## config.mk

```make
export PLATFORM = sky130hd
export DESIGN_NAME = tcsr_shade_flat
export DESIGN_NICKNAME = d
export VERILOG_FILES = /design/src/rtl/tcsr_pkg.sv /design/src/rtl/tcsr_if.sv /design/src/rtl/tcsr_shade.sv /design/src/flat_wrapper.sv
export SDC_FILE = /design/constraint.sdc
export NUM_CORES = 1
export LEC_CHECK = 0
export ABC_AREA = 0
export BUFFER_PORTS_ARGS = -buffer_cell sky130_fd_sc_hd__buf_2
export CAP_MARGIN = 30
export CORE_MARGIN = 4
export CORE_UTILIZATION = 43
export CTS_CLUSTER_DIAMETER = 30
export DETAILED_ROUTE_END_ITERATION = 6
export GPL_ROUTABILITY_DRIVEN = 1
export PLACE_DENSITY = 0.78
export SLEW_MARGIN = 10
export SYNTH_ARGS = -nofsm -noshare
export SYNTH_HDL_FRONTEND = slang
export SYNTH_SLANG_ARGS = --single-unit
```

## constraint.sdc

```tcl
create_clock -name clk -period 5.7 [get_ports clk]
set_input_delay 0.285 -clock clk [delete_from_list [all_inputs] [get_ports clk]]
set_output_delay 0.285 -clock clk [all_outputs]
set_load 0.05 [all_outputs]
```

## src/rtl/tcsr_pkg.sv

```systemverilog
package tcsr_pkg;

    localparam int GLYPH_BANKS_DEF     = 12;
    localparam int MAX_COLS_DEF        = 80;
    localparam int MAX_CELL_HEIGHT_DEF = 16;

    localparam int OP_W       = 2;
    localparam int CODE_W     = 8;
    localparam int COL_W      = 7;
    localparam int ROW_W      = 6;
    localparam int GADDR_W    = 14;
    localparam int GDATA_W    = 8;
    localparam int PIX_W      = 6;
    localparam int SROW_W     = 4;
    localparam int HEIGHT_W   = 5;
    localparam int BANK_W     = 4;
    localparam int CFG_IDX_W  = 3;
    localparam int CFG_DATA_W = 8;
    localparam int BANK_ROWS  = 1024;

    localparam logic [OP_W-1:0] OP_CELL  = 2'd0;
    localparam logic [OP_W-1:0] OP_GLYPH = 2'd1;
    localparam logic [OP_W-1:0] OP_FRAME = 2'd2;

    localparam logic [2:0] MODE_P   = 3'd0;
    localparam logic [2:0] MODE_A   = 3'd1;
    localparam logic [2:0] MODE_R   = 3'd2;
    localparam logic [2:0] MODE_M   = 3'd3;
    localparam logic [2:0] MODE_M80 = 3'd4;
    localparam logic [2:0] MODE_U   = 3'd5;

    localparam logic [CFG_IDX_W-1:0] REG_MODE       = 3'd0;
    localparam logic [CFG_IDX_W-1:0] REG_HEIGHT     = 3'd1;
    localparam logic [CFG_IDX_W-1:0] REG_UL_ROW     = 3'd2;
    localparam logic [CFG_IDX_W-1:0] REG_CURSOR_COL = 3'd3;
    localparam logic [CFG_IDX_W-1:0] REG_CURSOR_ROW = 3'd4;
    localparam logic [CFG_IDX_W-1:0] REG_ALT_FONT   = 3'd5;

    localparam logic [BANK_W-1:0] BANK_FIXED = 4'd3;
    localparam logic [BANK_W-1:0] BANK_A     = 4'd8;
    localparam logic [BANK_W-1:0] BANK_A_ALT = 4'd9;
    localparam logic [BANK_W-1:0] BANK_M     = 4'd11;
    localparam logic [BANK_W-1:0] BANK_M_ALT = 4'd10;

    localparam logic [PIX_W-1:0] PIX_ALL = 6'h3f;

    typedef enum logic [2:0] {
        KIND_TEXT8,
        KIND_GLYPH,
        KIND_ATTR,
        KIND_BLANK,
        KIND_STRIPE
    } cell_kind_t;

    typedef struct packed {
        cell_kind_t          kind;
        logic [SROW_W-1:0]   last_k;
        logic [SROW_W-1:0]   h;
        logic                shift;
        logic [BANK_W-1:0]   bank;
        logic [6:0]          glyph_code;
        logic                addr_ok;
        logic [SROW_W-1:0]   ul_row;
        logic                ul_on;
        logic                cur;
        logic                andm;
        logic                xorm;
        logic                vis;
        logic                inv;
        logic                solid;
    } cell_desc_t;

    typedef struct packed {
        cell_desc_t          desc;
        logic [SROW_W-1:0]   k;
    } row_req_t;

endpackage

```

## src/rtl/tcsr_if.sv

```systemverilog


interface tcsr_pix_if import tcsr_pkg::*; ();
    logic              valid;
    logic              ready;
    logic [SROW_W-1:0] scan_row;
    logic [PIX_W-1:0]  pixels;
    logic              last_row;

    modport source (output valid, scan_row, pixels, last_row, input ready);
    modport sink (input valid, scan_row, pixels, last_row, output ready);
endinterface


```

## src/rtl/tcsr_shade.sv

```systemverilog
module tcsr_shade import tcsr_pkg::*; (
    input  logic             clk,
    input  logic             rst_n,
    input  logic             issue,
    input  row_req_t         issue_req,
    input  logic [PIX_W-1:0] rd_data,
    output logic             b_free,
    tcsr_pix_if.source       pix
);

    logic              b_valid_reg;
    row_req_t          b_req_reg;
    logic              o_valid_reg;
    logic [SROW_W-1:0] o_row_reg;
    logic [PIX_W-1:0]  o_pix_reg;
    logic              o_last_reg;

    logic              adv_o;
    cell_desc_t        d;
    logic [SROW_W-1:0] k;
    logic [PIX_W-1:0]  g;
    logic [PIX_W-1:0]  b;
    logic [PIX_W-1:0]  px;
    logic              ul;

    assign adv_o  = !o_valid_reg || pix.ready;
    assign b_free = !b_valid_reg || adv_o;

    assign d = b_req_reg.desc;
    assign k = b_req_reg.k;

    always_comb
    begin
        g  = d.addr_ok ? rd_data : '0;
        ul = k == d.ul_row;
        b  = '0;
        px = '0;
        unique case (d.kind)
            KIND_TEXT8:
            begin
                px = g ^ {PIX_W{d.inv}};
            end
            KIND_GLYPH:
            begin
                if (k < d.h)
                begin
                    b = (d.shift && (k == '0)) ? '0 : g;
                    if (ul && d.ul_on)
                    begin
                        b = PIX_ALL;
                    end
                    if (ul && d.cur)
                    begin
                        b = b ^ PIX_ALL;
                    end
                    px = ((b & {PIX_W{d.andm}}) ^ {PIX_W{d.xorm}}) & {PIX_W{d.vis}};
                end
                else
                begin
                    b  = (ul && (d.ul_on || d.cur)) ? PIX_ALL : '0;
                    px = b ^ {PIX_W{d.xorm}};
                end
            end
            KIND_ATTR:
            begin
                px = (d.solid || (ul && d.cur)) ? PIX_ALL : '0;
            end
            KIND_BLANK:
            begin
                px = '0;
            end
            KIND_STRIPE:
            begin
                px = ((k < d.h) && !k[0]) ? {PIX_W{d.solid}} : '0;
            end
            default:
            begin
                px = '0;
            end
        endcase
    end

    always_ff @(posedge clk or negedge rst_n)
    begin
        if (!rst_n)
        begin
            b_valid_reg <= 1'b0;
            o_valid_reg <= 1'b0;
        end
        else
        begin
            if (b_free)
            begin
                b_valid_reg <= issue;
            end
            if (adv_o)
            begin
                o_valid_reg <= b_valid_reg;
            end
        end
    end

    always_ff @(posedge clk)
    begin
        if (b_free && issue)
        begin
            b_req_reg <= issue_req;
        end
        if (adv_o && b_valid_reg)
        begin
            o_row_reg  <= k;
            o_pix_reg  <= px;
            o_last_reg <= k == d.last_k;
        end
    end

    assign pix.valid    = o_valid_reg;
    assign pix.scan_row = o_row_reg;
    assign pix.pixels   = o_pix_reg;
    assign pix.last_row = o_last_reg;

endmodule

```

## src/flat_wrapper.sv

```systemverilog
// flat-port wrapper written by rule: the top's interface ports become plain ports
module tcsr_shade_flat import tcsr_pkg::*;
  (clk, rst_n, issue, issue_req, rd_data, b_free, pix_valid, pix_scan_row, pix_pixels, pix_last_row, pix_ready);
  tcsr_pix_if pix_i ();
  input  logic clk;
  input  logic rst_n;
  input  logic issue;
  input  row_req_t issue_req;
  input  logic [PIX_W-1:0] rd_data;
  output logic b_free;
  output wire logic [$bits(pix_i.valid)-1:0] pix_valid;
  output wire logic [$bits(pix_i.scan_row)-1:0] pix_scan_row;
  output wire logic [$bits(pix_i.pixels)-1:0] pix_pixels;
  output wire logic [$bits(pix_i.last_row)-1:0] pix_last_row;
  input wire logic [$bits(pix_i.ready)-1:0] pix_ready;
  assign pix_valid = pix_i.valid;
  assign pix_scan_row = pix_i.scan_row;
  assign pix_pixels = pix_i.pixels;
  assign pix_last_row = pix_i.last_row;
  assign pix_i.ready = pix_ready;
  tcsr_shade u_core (.clk(clk), .rst_n(rst_n), .issue(issue), .issue_req(issue_req), .rd_data(rd_data), .b_free(b_free), .pix(pix_i));
endmodule
```

==> impl_results.md <==
* Status: finished, final reports clean
* FF-to-FF setup slack at 3190 ps
* Core Area at approximately 4400 sq um
* CTS Buf Count at 5
* Max reg flops at 24
* Number of global-route vias before repair at 1249
* Pwr Density at approximately 280 nW/um^2
* Adder-cell share of the synthesized area at 0.0190
* CTS tree: built
* Setup crit end: u_core.pix.pixels[0]
* Post-Syn Nets at 206
* Storage element area at 1220 sq um
* Final wirelength at ~3.8 mm
* CP startpoint kind: register
* Die height at 75.8 um
* Largest family of logic cells by synthesized area: simple AND/OR/NAND/NOR gates
* PostCTS Resize Cnt at 0
* Critical Path Fanout Max at 9
* Deepest clock path buffer count at 2
* Total power at 670 uW
* WL per Instance at 14.4 um
* Mux cell area share after synthesis at 0.0303
* First-pass GRT wire length at 5.81 mm
* Chip Width at ~76 um
* Synth Area per Inst at 12.9 sq um
* Worst-Skew Late Latency at 290 ps
* Compound-cell area share of the yosys netlist at 0.0942
* R2r endpoint: u_core.pix.pixels[0]
* Fin util at 0.540
* CTS Sinks at just over 40
* Max-cap violations at 0
* CP arrival at 2510 ps
* Setup Viol. Count Final at 0
* R2r startpoint: u_core.k[1]
* # DRC at 0
* Critical path type: reg -> reg
* CTS Root Cell: clkbuf_8
* Final-report hold violation count at 0
* Commonest cells after routing, fill and taps aside: 51 x buf_2, 39 x edfxtp_1, 21 x nand2_1
* H-tree levels at 2
* Initial Utilization at 0.448
* Setup_tns at 0 ps
* Via count at approximately 1.3k
* Post-synthesis cell area at between 1500 and 2000 sq um
* Starting DRT DRC Count at 117
* Cells after Synth at approximately 150
* RSZ-0062 raised after global routing: false
* Yosys cell types at 36
* Crit end category: register
* Clock Skew at 6.03 ps
* Required time worst endpoint at about 5700 ps
* Initial antenna violation count at 0
* Sequential fraction of the synthesis area at 0.617
* Simple-Gate Fraction of Synth Area at 0.145
* Port Buffers at 50
* Final Max Slew Viols at 0
* Post-CTS Setup Repair Bufs at 0
* Area of the multi-input gates at a little over 700 sq um
* Register-to-Register Path Depth at 7
* # diodes at 0
* P&R area growth vs syn at 20.4%
* Synth area leader: edfxtp_1
* Seq cells post-synth at 41
* Xor/xnor cell area share of the yosys netlist at 0.0702
* Antenna-violating nets left at 0
* Slew HR at 0.555
* Maximum vdd drop at 0.192 mV
* Hold Crit Class: in -> reg
* Total Routing Usage GR at 0.140
* Tcrit/Tclk final at 0.441
* Area contributors post-synth: edfxtp_1 59%, nand2_1 4.0%, xor2_1 3.5%, a221o_1 3.0%, mux2i_1 3.0%
* Crit path from: u_core.k[1]
* Largest net degree at the start of global routing at 17
* Clock transition at the registers of the reported paths at 80 ps
* DRT Pass-1 Iters at 4
* Most common cell after layout, fill and taps aside: buf_2
* Fillers at 380
* Cell Rows at 24
* Synth top area share at 0.592
* YS warnings at 0
* Via density per instance at 5.13
* Fmax at 0.398 GHz
* I/O pins at between 60 and 70
* Least-Margin Pin Slew at around 660 ps
* Gr ovfl total at 0
* Die footprint at between 5000 and 6000 sq um
* Layout cells sized above 1 at 0.330
* Final Wtd Congestion at 0.880
* Minimum clock period at 2510 ps
* Leakage power at 0.989 nW
* HPWL Detailed at 2.77 mm
* Nets at 260
* Hold path start: issue_req[33]
==> routing by layer <==
layer,GRT usage,wire length (um)
met3,0.0449,228
met5,0,0
met2,0.219,1890
met1,0.181,1590
met4,0.0524,49
==> worst max-delay path: stages (launching register included) <==
cell and delay [ps]:
edfxtp_1 530, xor2_1 200, nor4_2 380, buf_2 280, nand3b_1 240, mux2i_1 280
a221o_1 180, nand4_1 130
==> worst min path at each step <==
stage | to | depth (start not counted)
6_report | u_core.b_req_reg[33] | 1
5_1_grt | u_core.b_req_reg[34] | 1
4_1_cts | u_core.b_req_reg[34] | 1
3_5_place_dp | u_core.pix.valid | 1
3_3_place_gp | u_core.b_valid_reg | 1
2_1_floorplan | u_core.b_valid_reg | 0
==> cell families (layout without fill, tap and decap cells) <==
| family | Yosys count | in the layout |
|---|---|---|
| muxes | 6 | 6 |
| buffers and inverters | 9 | 64 |
| xor gates and xnor gates | 15 | 15 |
| AOI/OAI and AO/OA | 26 | 26 |
| adders and majority gates | 3 | 3 |
| DFF | 41 | 41 |
| and+or+nand+nor | 54 | 54 |
==> power by group <==
part | switching [mW] | total, mW | internal (mW)
Sequential | 0.0147 | 0.371 | 0.356
Clock | 0.0971 | 0.195 | 0.0980
Combinational | 0.0670 | 0.104 | 0.0368
==> synth_stat cells, drive strengths merged <==
library cell	n
dfrtp	2
nand4b	1
o21bai	1
nand2	23
o22ai	1
nand3	7
edfxtp	39
nor3	1
xnor2	7
a21oi	8
a31o	1
nor2	1
ha	3
or2	1
xor2	8
a31oi	1
or4	1
nand4	6
a221o	6
inv	3
nand3b	2
clkbuf	3
a211oi	1
nor3b	1
buf	3
nand2b	4
mux2i	6
nor2b	1
nor4	3
o21ai	7
and2	2
==> repair_timing <==
item,CTS,global route
endpoints found under the setup margin,0,0
hold buffers,1,0
hold endpoints to repair,2,0
==> per-stage QoR <==
stage	setup WS, ps	cell area (sq um)	hold slack, ps	cells
after floorplan	3410	1980	-10.6	154
after global placement	2850	2260	73.9	250
after detailed placement	2830	2270	73.4	251
after CTS	2810	2380	156	260
after global routing	3050	2380	144	261
final	3190	2380	167	261
==> cell type report <==
cell class | count | area share
repair buffers | 53 | 0.118
well taps | 52 | 0.0273
clock buffers | 6 | 0.0346
multi-input cells | 104 | 0.298
clock inverters | 2 | 0.00577
flip-flops and latches | 41 | 0.512
inverters | 3 | 0.00472
Power figures use the tool's default switching activity.
