**config.mk**
```make
export PLATFORM = sky130hd
export DESIGN_NAME = tcsr_ctrl_flat
export DESIGN_NICKNAME = d
export VERILOG_FILES = /design/src/rtl/tcsr_pkg.sv /design/src/rtl/tcsr_if.sv /design/src/rtl/tcsr_ctrl.sv /design/src/flat_wrapper.sv
export SDC_FILE = /design/constraint.sdc
export NUM_CORES = 1
export LEC_CHECK = 0
export ABC_CLOCK_PERIOD_IN_PS = 5750
export BUFFER_PORTS_ARGS = -buffer_cell sky130_fd_sc_hd__buf_2
export CORE_MARGIN = 2
export CORE_UTILIZATION = 56
export CTS_BUF_LIST = sky130_fd_sc_hd__clkbuf_4 sky130_fd_sc_hd__clkbuf_8
export CTS_CLUSTER_DIAMETER = 40
export DETAILED_ROUTE_END_ITERATION = 12
export GPL_TIMING_DRIVEN = 0
export PLACE_DENSITY = 0.88
export SYNTH_ARGS = -nofsm -noshare
export SYNTH_HDL_FRONTEND = slang
export SYNTH_SLANG_ARGS = --single-unit
```
**constraint.sdc**
```tcl
create_clock -name clk -period 5.75 [get_ports clk]
set_input_delay 0.2875 -clock clk [delete_from_list [all_inputs] [get_ports clk]]
set_output_delay 0.2875 -clock clk [all_outputs]
set_load 0.1 [all_outputs]
```
**src/rtl/tcsr_pkg.sv**
```systemverilog
package tcsr_pkg;

    localparam int GLYPH_BANKS_DEF     = 12;
    localparam int MAX_COLS_DEF        = 80;
    localparam int MAX_CELL_HEIGHT_DEF = 16;

    localparam int OP_W       = 2;
    localparam int CODE_W     = 8;
    localparam int COL_W      = 7;
    localparam int ROW_W      = 6;
    localparam int GADDR_W    = 14;
    localparam int GDATA_W    = 8;
    localparam int PIX_W      = 6;
    localparam int SROW_W     = 4;
    localparam int HEIGHT_W   = 5;
    localparam int BANK_W     = 4;
    localparam int CFG_IDX_W  = 3;
    localparam int CFG_DATA_W = 8;
    localparam int BANK_ROWS  = 1024;

    localparam logic [OP_W-1:0] OP_CELL  = 2'd0;
    localparam logic [OP_W-1:0] OP_GLYPH = 2'd1;
    localparam logic [OP_W-1:0] OP_FRAME = 2'd2;

    localparam logic [2:0] MODE_P   = 3'd0;
    localparam logic [2:0] MODE_A   = 3'd1;
    localparam logic [2:0] MODE_R   = 3'd2;
    localparam logic [2:0] MODE_M   = 3'd3;
    localparam logic [2:0] MODE_M80 = 3'd4;
    localparam logic [2:0] MODE_U   = 3'd5;

    localparam logic [CFG_IDX_W-1:0] REG_MODE       = 3'd0;
    localparam logic [CFG_IDX_W-1:0] REG_HEIGHT     = 3'd1;
    localparam logic [CFG_IDX_W-1:0] REG_UL_ROW     = 3'd2;
    localparam logic [CFG_IDX_W-1:0] REG_CURSOR_COL = 3'd3;
    localparam logic [CFG_IDX_W-1:0] REG_CURSOR_ROW = 3'd4;
    localparam logic [CFG_IDX_W-1:0] REG_ALT_FONT   = 3'd5;

    localparam logic [BANK_W-1:0] BANK_FIXED = 4'd3;
    localparam logic [BANK_W-1:0] BANK_A     = 4'd8;
    localparam logic [BANK_W-1:0] BANK_A_ALT = 4'd9;
    localparam logic [BANK_W-1:0] BANK_M     = 4'd11;
    localparam logic [BANK_W-1:0] BANK_M_ALT = 4'd10;

    localparam logic [PIX_W-1:0] PIX_ALL = 6'h3f;

    typedef enum logic [2:0] {
        KIND_TEXT8,
        KIND_GLYPH,
        KIND_ATTR,
        KIND_BLANK,
        KIND_STRIPE
    } cell_kind_t;

    typedef struct packed {
        cell_kind_t          kind;
        logic [SROW_W-1:0]   last_k;
        logic [SROW_W-1:0]   h;
        logic                shift;
        logic [BANK_W-1:0]   bank;
        logic [6:0]          glyph_code;
        logic                addr_ok;
        logic [SROW_W-1:0]   ul_row;
        logic                ul_on;
        logic                cur;
        logic                andm;
        logic                xorm;
        logic                vis;
        logic                inv;
        logic                solid;
    } cell_desc_t;

    typedef struct packed {
        cell_desc_t          desc;
        logic [SROW_W-1:0]   k;
    } row_req_t;

endpackage

```
**src/rtl/tcsr_if.sv**
```systemverilog
interface tcsr_cell_if import tcsr_pkg::*; ();
    logic               valid;
    logic               ready;
    logic [OP_W-1:0]    op;
    logic [CODE_W-1:0]  code;
    logic [COL_W-1:0]   col;
    logic [ROW_W-1:0]   row;
    logic               row_start;
    logic               attr_inverse;
    logic [GADDR_W-1:0] glyph_addr;
    logic [GDATA_W-1:0] glyph_data;

    modport source (output valid, op, code, col, row, row_start, attr_inverse,
                    glyph_addr, glyph_data, input ready);
    modport sink (input valid, op, code, col, row, row_start, attr_inverse,
                  glyph_addr, glyph_data, output ready);
endinterface


interface tcsr_cfg_if import tcsr_pkg::*; ();
    logic                  valid;
    logic                  ready;
    logic [CFG_IDX_W-1:0]  index;
    logic [CFG_DATA_W-1:0] data;

    modport source (output valid, index, data, input ready);
    modport sink (input valid, index, data, output ready);
endinterface

```
**src/rtl/tcsr_ctrl.sv**
```systemverilog
module tcsr_ctrl import tcsr_pkg::*; #(
    parameter int GLYPH_BANKS     = GLYPH_BANKS_DEF,
    parameter int MAX_COLS        = MAX_COLS_DEF,
    parameter int MAX_CELL_HEIGHT = MAX_CELL_HEIGHT_DEF,
    parameter int ADDR_W          = $clog2(GLYPH_BANKS * BANK_ROWS)
) (
    input  logic              clk,
    input  logic              rst_n,
    tcsr_cell_if.sink         cells,
    tcsr_cfg_if.sink          cfg,
    input  logic              b_free,
    output logic              issue,
    output row_req_t          issue_req,
    output logic              wr_en,
    output logic [ADDR_W-1:0] wr_addr,
    output logic [PIX_W-1:0]  wr_data,
    output logic [ADDR_W-1:0] rd_addr
);

    localparam int DEPTH = GLYPH_BANKS * BANK_ROWS;

    logic [2:0]          mode_reg;
    logic [HEIGHT_W-1:0] height_reg;
    logic [SROW_W-1:0]   ul_row_reg;
    logic [COL_W-1:0]    cur_col_reg;
    logic [ROW_W-1:0]    cur_row_reg;
    logic                alt_reg;

    logic [4:0]          blink_cnt_reg, blink_cnt_next;
    logic                rev_reg, rev_next;
    logic                blink_reg, blink_next;
    logic                ul_on_reg, ul_on_next;
    logic [2:0]          bank_reg, bank_next;
    logic                scr_blank_reg, scr_blank_next;
    logic                row_blank_reg, row_blank_next;

    logic                a_valid_reg, a_valid_next;
    logic [SROW_W-1:0]   a_k_reg, a_k_next;
    cell_desc_t          a_desc_reg;

    logic                acc;
    logic                take_cell;
    logic                a_last;
    cell_desc_t          desc_new;
    logic                row_blank_eff;
    logic                mode8;
    logic [HEIGHT_W-1:0] hc;
    logic [COL_W:0]      ucol;
    logic [BANK_W-1:0]   cur_bank;
    logic                rev_upd;
    logic [SROW_W-1:0]   k_m1;
    logic [2:0]          r3;
    logic [GADDR_W-1:0]  rd_full;

    assign cfg.ready = 1'b1;

    assign a_last      = a_k_reg == a_desc_reg.last_k;
    assign issue       = a_valid_reg && b_free;
    assign cells.ready = !a_valid_reg || (b_free && a_last);
    assign acc         = cells.valid && cells.ready;

    assign k_m1    = a_k_reg - 4'd1;
    assign r3      = a_desc_reg.shift ? k_m1[2:0] : a_k_reg[2:0];
    assign rd_full = {a_desc_reg.bank, a_desc_reg.glyph_code, r3};
    assign rd_addr = rd_full[ADDR_W-1:0];

    assign issue_req.desc = a_desc_reg;
    assign issue_req.k    = a_k_reg;

    assign wr_en   = acc && (cells.op == OP_GLYPH)
                     && ({1'b0, cells.glyph_addr} < 15'(DEPTH));
    assign wr_addr = cells.glyph_addr[ADDR_W-1:0];
    assign wr_data = cells.glyph_data[PIX_W-1:0];

    always_comb
    begin
        take_cell = acc && (cells.op == OP_CELL) && ({1'b0, cells.col} < 8'(MAX_COLS));
        row_blank_eff = cells.row_start ? 1'b0 : row_blank_reg;
        mode8 = (mode_reg == MODE_M80) || (mode_reg == MODE_U);

        if (height_reg == '0)
        begin
            hc = 5'd1;
        end
        else if (height_reg > 5'(MAX_CELL_HEIGHT))
        begin
            hc = 5'(MAX_CELL_HEIGHT);
        end
        else
        begin
            hc = height_reg;
        end

        ucol = (mode_reg == MODE_P) ? ({1'b0, cells.col} + 8'd1) : {1'b0, cells.col};

        if (mode_reg == MODE_P)
        begin
            cur_bank = {1'b0, bank_reg};
        end
        else if (mode_reg == MODE_A)
        begin
            cur_bank = alt_reg ? BANK_A_ALT : BANK_A;
        end
        else if (mode_reg == MODE_M)
        begin
            cur_bank = alt_reg ? BANK_M_ALT : BANK_M;
        end
        else
        begin
            cur_bank = BANK_FIXED;
        end

        blink_cnt_next = blink_cnt_reg;
        rev_next       = rev_reg;
        blink_next     = blink_reg;
        ul_on_next     = ul_on_reg;
        bank_next      = bank_reg;
        scr_blank_next = scr_blank_reg;
        row_blank_next = row_blank_reg;

        rev_upd = rev_reg;

        desc_new.kind       = KIND_GLYPH;
        desc_new.last_k     = 4'(hc - 5'd1);
        desc_new.shift      = hc > 5'd8;
        desc_new.h          = (hc > 5'd8) ? 4'd9 : hc[SROW_W-1:0];
        desc_new.bank       = cur_bank;
        desc_new.glyph_code = cells.code[6:0];
        desc_new.addr_ok    = {1'b0, cur_bank} < 5'(GLYPH_BANKS);
        desc_new.ul_row     = ul_row_reg;
        desc_new.ul_on      = ul_on_reg;
        desc_new.cur        = (ucol == {1'b0, cur_col_reg}) && (cells.row == cur_row_reg)
                              && blink_cnt_reg[3];
        desc_new.andm       = !(blink_reg && !blink_cnt_reg[4]);
        desc_new.xorm       = rev_reg;
        desc_new.vis        = !(scr_blank_reg || row_blank_eff);
        desc_new.inv        = 1'b0;
        desc_new.solid      = 1'b0;

        if (mode8)
        begin
            desc_new.kind    = KIND_TEXT8;
            desc_new.last_k  = 4'd7;
            desc_new.shift   = 1'b0;
            desc_new.h       = 4'd8;
            desc_new.bank    = BANK_FIXED;
            desc_new.addr_ok = {1'b0, BANK_FIXED} < 5'(GLYPH_BANKS);
            desc_new.inv     = (mode_reg == MODE_U) ? cells.code[7] : cells.attr_inverse;
        end
        else if (!cells.code[7])
        begin
            desc_new.kind = KIND_GLYPH;
        end
        else if (!cells.code[6])
        begin
            desc_new.kind = KIND_ATTR;
            if (mode_reg == MODE_P)
            begin
                rev_upd = cells.code[4];
            end
            else if (mode_reg != MODE_M)
            begin
                rev_upd = cells.code[4];
            end
            desc_new.solid = rev_upd;
        end
        else if (cells.code[7:4] == 4'hf)
        begin
            desc_new.kind = KIND_BLANK;
        end
        else
        begin
            desc_new.kind  = KIND_STRIPE;
            desc_new.solid = !(cells.code[1] && !blink_cnt_reg[4])
                             && !(scr_blank_reg || row_blank_eff);
        end

        if (acc && (cells.op == OP_FRAME))
        begin
            blink_cnt_next = blink_cnt_reg + 5'd1;
            rev_next       = 1'b0;
            blink_next     = 1'b0;
            ul_on_next     = 1'b0;
            bank_next      = '0;
            scr_blank_next = 1'b0;
            row_blank_next = 1'b0;
        end
        else if (take_cell)
        begin
            row_blank_next = row_blank_eff;
            if (!mode8 && (desc_new.kind == KIND_ATTR))
            begin
                rev_next   = rev_upd;
                blink_next = cells.code[1];
                if (mode_reg == MODE_P)
                begin
                    bank_next  = {cells.code[0], cells.code[3], cells.code[2]};
                    ul_on_next = cells.code[5];
                end
            end
            else if (!mode8 && (desc_new.kind == KIND_BLANK))
            begin
                scr_blank_next = cells.code[1];
                row_blank_next = !cells.code[1];
            end
        end

        a_valid_next = a_valid_reg;
        a_k_next     = a_k_reg;
        if (take_cell)
        begin
            a_valid_next = 1'b1;
            a_k_next     = '0;
        end
        else if (issue)
        begin
            a_k_next = a_k_reg + 4'd1;
            if (a_last)
            begin
                a_valid_next = 1'b0;
            end
        end
    end

    always_ff @(posedge clk or negedge rst_n)
    begin
        if (!rst_n)
        begin
            mode_reg      <= MODE_P;
            height_reg    <= 5'd10;
            ul_row_reg    <= 4'd9;
            cur_col_reg   <= 7'd127;
            cur_row_reg   <= 6'd63;
            alt_reg       <= 1'b0;
            blink_cnt_reg <= '0;
            rev_reg       <= 1'b0;
            blink_reg     <= 1'b0;
            ul_on_reg     <= 1'b0;
            bank_reg      <= '0;
            scr_blank_reg <= 1'b0;
            row_blank_reg <= 1'b0;
            a_valid_reg   <= 1'b0;
            a_k_reg       <= '0;
        end
        else
        begin
            if (cfg.valid && cfg.ready)
            begin
                unique case (cfg.index)
                    REG_MODE:       mode_reg    <= cfg.data[2:0];
                    REG_HEIGHT:     height_reg  <= cfg.data[HEIGHT_W-1:0];
                    REG_UL_ROW:     ul_row_reg  <= cfg.data[SROW_W-1:0];
                    REG_CURSOR_COL: cur_col_reg <= cfg.data[COL_W-1:0];
                    REG_CURSOR_ROW: cur_row_reg <= cfg.data[ROW_W-1:0];
                    REG_ALT_FONT:   alt_reg     <= cfg.data[0];
                    default:        ;
                endcase
            end
            blink_cnt_reg <= blink_cnt_next;
            rev_reg       <= rev_next;
            blink_reg     <= blink_next;
            ul_on_reg     <= ul_on_next;
            bank_reg      <= bank_next;
            scr_blank_reg <= scr_blank_next;
            row_blank_reg <= row_blank_next;
            a_valid_reg   <= a_valid_next;
            a_k_reg       <= a_k_next;
        end
    end

    always_ff @(posedge clk)
    begin
        if (take_cell)
        begin
            a_desc_reg <= desc_new;
        end
    end

endmodule

```
**src/flat_wrapper.sv**
```systemverilog
// flat-port wrapper written by rule: the top's interface ports become plain ports
module tcsr_ctrl_flat import tcsr_pkg::*;
#(
    parameter int GLYPH_BANKS     = GLYPH_BANKS_DEF,
    parameter int MAX_COLS        = MAX_COLS_DEF,
    parameter int MAX_CELL_HEIGHT = MAX_CELL_HEIGHT_DEF,
    parameter int ADDR_W          = $clog2(GLYPH_BANKS * BANK_ROWS)
)
  (clk, rst_n, b_free, issue, issue_req, wr_en, wr_addr, wr_data, rd_addr, cells_valid, cells_op, cells_code, cells_col, cells_row, cells_row_start, cells_attr_inverse, cells_glyph_addr, cells_glyph_data, cells_ready, cfg_valid, cfg_index, cfg_data, cfg_ready);
  tcsr_cell_if cells_i ();
  tcsr_cfg_if cfg_i ();
  input  logic clk;
  input  logic rst_n;
  input  logic b_free;
  output logic issue;
  output row_req_t issue_req;
  output logic wr_en;
  output logic [ADDR_W-1:0] wr_addr;
  output logic [PIX_W-1:0] wr_data;
  output logic [ADDR_W-1:0] rd_addr;
  input wire logic [$bits(cells_i.valid)-1:0] cells_valid;
  input wire logic [$bits(cells_i.op)-1:0] cells_op;
  input wire logic [$bits(cells_i.code)-1:0] cells_code;
  input wire logic [$bits(cells_i.col)-1:0] cells_col;
  input wire logic [$bits(cells_i.row)-1:0] cells_row;
  input wire logic [$bits(cells_i.row_start)-1:0] cells_row_start;
  input wire logic [$bits(cells_i.attr_inverse)-1:0] cells_attr_inverse;
  input wire logic [$bits(cells_i.glyph_addr)-1:0] cells_glyph_addr;
  input wire logic [$bits(cells_i.glyph_data)-1:0] cells_glyph_data;
  output wire logic [$bits(cells_i.ready)-1:0] cells_ready;
  input wire logic [$bits(cfg_i.valid)-1:0] cfg_valid;
  input wire logic [$bits(cfg_i.index)-1:0] cfg_index;
  input wire logic [$bits(cfg_i.data)-1:0] cfg_data;
  output wire logic [$bits(cfg_i.ready)-1:0] cfg_ready;
  assign cells_i.valid = cells_valid;
  assign cells_i.op = cells_op;
  assign cells_i.code = cells_code;
  assign cells_i.col = cells_col;
  assign cells_i.row = cells_row;
  assign cells_i.row_start = cells_row_start;
  assign cells_i.attr_inverse = cells_attr_inverse;
  assign cells_i.glyph_addr = cells_glyph_addr;
  assign cells_i.glyph_data = cells_glyph_data;
  assign cells_ready = cells_i.ready;
  assign cfg_i.valid = cfg_valid;
  assign cfg_i.index = cfg_index;
  assign cfg_i.data = cfg_data;
  assign cfg_ready = cfg_i.ready;
  tcsr_ctrl #(.GLYPH_BANKS(GLYPH_BANKS), .MAX_COLS(MAX_COLS), .MAX_CELL_HEIGHT(MAX_CELL_HEIGHT), .ADDR_W(ADDR_W)) u_core (.clk(clk), .rst_n(rst_n), .cells(cells_i), .cfg(cfg_i), .b_free(b_free), .issue(issue), .issue_req(issue_req), .wr_en(wr_en), .wr_addr(wr_addr), .wr_data(wr_data), .rd_addr(rd_addr));
endmodule
```
==> run summary <==
CELLS AND AREA
----------------------------------------------------------------------------------
Fraction of final layout cells sized beyond drive strength 1                0.4624
Number of antenna diodes                                                         0
Utilization after layout                                                    0.7144
Most common cell after layout, fill and taps aside                           buf_2
Leading cell types in the layout, fill and taps excluded              118 x buf_2, 35 x edfxtp_1, 34 x buf_4
Sequential Area                                                          2173 um^2
Filler cell count in the final layout                                          491
Synthesis-to-finish area growth                                             23.18%
Multi-input combinational cell area                                      1444 um^2
Nets@finish                                                                    529
Flip-flop count of the largest register, all copies and words added             35

CRITICAL PATH
----------------------------------------------------------------------------------
Kind of launch point of the worst setup path                                  flop
Largest stage delay on the critical path                                    730 ps
RR Endpoint                                                           u_core.row_blank_reg
Cell type of the slowest stage on the worst timing path                      buf_2
Length in cells of the worst reg-to-reg path                                     8
Worst endpoint data arrival time                                           3010 ps
Ordered cell list for the critical path                               clkbuf_2 > xor2_1 > nor3_2 > a21oi_1 > inv_1 > buf_2 > o21ai_0 > a32o_1
Critical path capture point type                                              flop
Launch instance of the worst register-to-register path                u_core.a_k_reg[0]
Class of the most critical setup path                                   reg -> reg
End point of the critical path                                        u_core.row_blank_reg
Required time reported for the critical path endpoint                      5990 ps
Minimum setup slack among reg-to-reg paths                                 2980 ps
Worst Setup SP                                                        u_core.a_k_reg[0]
Largest fanout on the critical path                                             44

STA
----------------------------------------------------------------------------------
Final number of setup-violating endpoints                                        0
Total count of max-transition violations in the final report                     0
Unrepaired setup endpoints after global routing                                 no
Tcrit/Tclk final                                                            0.4816
Post-Route Setup TNS                                                          0 ps
Worst-Margin Slew                                                         979.0 ps
Post-layout min period                                                     2769 ps
Final setup skew                                                          14.25 ps
Fmax achieved                                                            361.1 MHz
Final hold violations                                                            0
Relative max-transition margin                                              0.3474

ROUTE
----------------------------------------------------------------------------------
Detailed-route DRC error count                                                   0
Final wirelength                                                           8120 um
Detailed-router iteration count before antenna repair                            4
Average wire per cell in the routed design                                14.47 um
Vias                                                                          2887
Number of nets still failing antenna checks after routing                        0
Drt initial violations                                                         109
Vias per Instance                                                            5.146

GLOBAL ROUTING
----------------------------------------------------------------------------------
Wire length of the first global-routing pass                              12770 um
Number of antenna violations at the first check in global routing                0
Vias in the first global route                                                2787
Total Routing Usage GR                                                      0.2171
Pin count of the biggest net entering global routing                            45
Overall overflow remaining after global route                                    0

SYNTHESIS
----------------------------------------------------------------------------------
Synthesized area per cell                                               11.90 um^2
Distinct cell type count of the synthesized netlist                             52
Warnings, synthesis                                                              0
EDFF count, synth                                                               35
Part of the Yosys area used for sequential elements                         0.5516
Post-synth ARST share                                                       0.5570
Register bit total from synthesis                                               79
Top FF cell, synth                                                        edfxtp_1
Synth Instances                                                                331
Post-synthesis instance area                                             3940 um^2

FLOORPLANNING
----------------------------------------------------------------------------------
Full die area                                                            7723 um^2
Width of the chip                                                         87.88 um
Core Region                                                              6794 um^2
Number of cell rows                                                             30
Number of top-level pins                                                       140
Starting density of the core                                                0.5799
Die H                                                                     87.88 um

CLOCK NETWORK
----------------------------------------------------------------------------------
# resized after CTS                                                              0
Maximum clock insertion buffer count                                             2
Clock slew at reported path FFs                                              80 ps
Root cell of the clock tree                                               clkbuf_8
Clock buffers created by TritonCTS                                               9
Deepest level of the CTS H-tree                                                  3
Sinks on the clock net                                                          79
Post-CTS Setup Inserts                                                           0
Later-pin clock latency in the skew report                                  360 ps
Hold buffers post-CTS                                                            0
TritonCTS clock tree                                                           yes

PLACEMENT
----------------------------------------------------------------------------------
Port bufs                                                                      117
Detailed placer's ending HPWL                                              6186 um
RePlAce Congestion                                                          0.7955

OUTCOME
----------------------------------------------------------------------------------
Outcome                                                                  completed

POWER AND IR DROP
----------------------------------------------------------------------------------
Leakage Power                                                             2.180 nW
Switching fraction of total power                                           0.4338
Switching power summed over all nets                                     0.8639 mW
Clock network fraction of design power                                       0.213
Internal power                                                            1.127 mW
Power share of the sequential group                                          0.395
Tot Pwr                                                                   1.991 mW
Combinational group share of total power                                     0.392
Worst voltage drop across the vdd grid                                 0.0002540 V
Power density over the cells                                          410.3 nW/um^2

RUN
----------------------------------------------------------------------------------
Max-capacitance violation count                                                  0

HOLD PATH
----------------------------------------------------------------------------------
Hold crit path type                                                    in -> async

## metal layers
metal  vias to the layer above  GRT usage  wire length (um)  share of wire
met5                         -          0                 0              0
met4                         0    0.07273               105          0.013
met3                        14    0.05938               500          0.062
met2                       101     0.3857              4201           0.52
met1                      1371     0.2541              3312           0.41
li1                       1401          -                 -              -
## worst min path at each step
stage                      endpoint  slack [ps]  cells after the start
2_1_floorplan     u_core.a_k_reg[0]          -8                      0
4_1_cts          u_core.bank_reg[1]         110                      1
3_5_place_dp   u_core.issue_req[12]         440                      0
6_report             u_core.alt_reg          90                      1
3_3_place_gp   u_core.issue_req[13]         430                      0
5_1_grt        u_core.issue_req[16]         100                      1
## cell families after synthesis
logic type / synth area share
xor+xnor: 0.06002
mux: 0.09400
flops: 0.5516
other cells: 0.0009518
simple gates: 0.1347
fa+ha+maj: 0.01905
buf+inv: 0.08288
compound gates: 0.05685
## cell type report
cell class                 count  share of cell area
timing repair buffer         117              0.1206
clock inverter                 5             0.01212
tap                           96             0.02475
inverter                      12            0.009281
clock buffer                  11             0.02990
multi-input combinational    201              0.2975
sequential                    79              0.4478
buffer                        40             0.05800
## Yosys cell counts (all sizes together) (3+ instances only)
library cell / number / area (um^2)
ha: 6 / 75.07
dfrtp: 27 / 675.7
nor2: 16 / 60.06
mux2i: 10 / 100.1
nand2b: 4 / 25.02
nor3: 9 / 50.05
nand3: 6 / 30.03
nand2: 24 / 90.09
xor2: 11 / 96.34
xnor2: 16 / 140.1
inv: 12 / 45.04
a21oi: 11 / 58.81
and2: 3 / 18.77
and3: 3 / 18.77
clkbuf: 5 / 21.27
nand3b: 3 / 22.52
mux2: 24 / 270.3
or3: 4 / 30.03
dfstp: 17 / 446.7
nand4: 7 / 43.79
nor2b: 5 / 31.28
edfxtp: 35 / 1051
o21ai: 10 / 50.05
buf: 35 / 260.2
## power groups by stage
| stage | registers (mW) | logic, mW | clock network [mW] |
|---|---|---|---|
| finish | 0.787 | 0.781 | 0.423 |
| global route | 0.799 | 0.829 | 0.454 |
| CTS | 0.787 | 0.786 | 0.428 |
| detailed placement | 0.799 | 0.783 | 0 |
| global placement | 0.789 | 0.760 | 0 |
| floorplan | 0.942 | 0.489 | 0 |
## worst max-delay path: cells and delay by family, from the launching register on
kind,cells,cell delay (ps)
buffers and inverters,3,1000
XOR/XNOR,1,180
AND/OR/NAND/NOR,1,340
AO/OA/AOI/OAI,3,720
flip-flops,1,410
## stage by stage
| step | hold slack (ps) | setup WS [ps] | std cells | area, um^2 |
|---|---|---|---|---|
| 2_1_floorplan | -8.091 | 1368 | 332 | 3944 |
| 4_1_cts | 105.6 | 2979 | 561 | 4853 |
| 6_report | 94.84 | 2981 | 561 | 4853 |
| 3_3_place_gp | 426.9 | 3038 | 545 | 4649 |
| 3_5_place_dp | 438.6 | 3004 | 545 | 4649 |
| 5_1_grt | 97.07 | 2768 | 561 | 4853 |
Note: power is estimated with default switching activity, not from simulation.
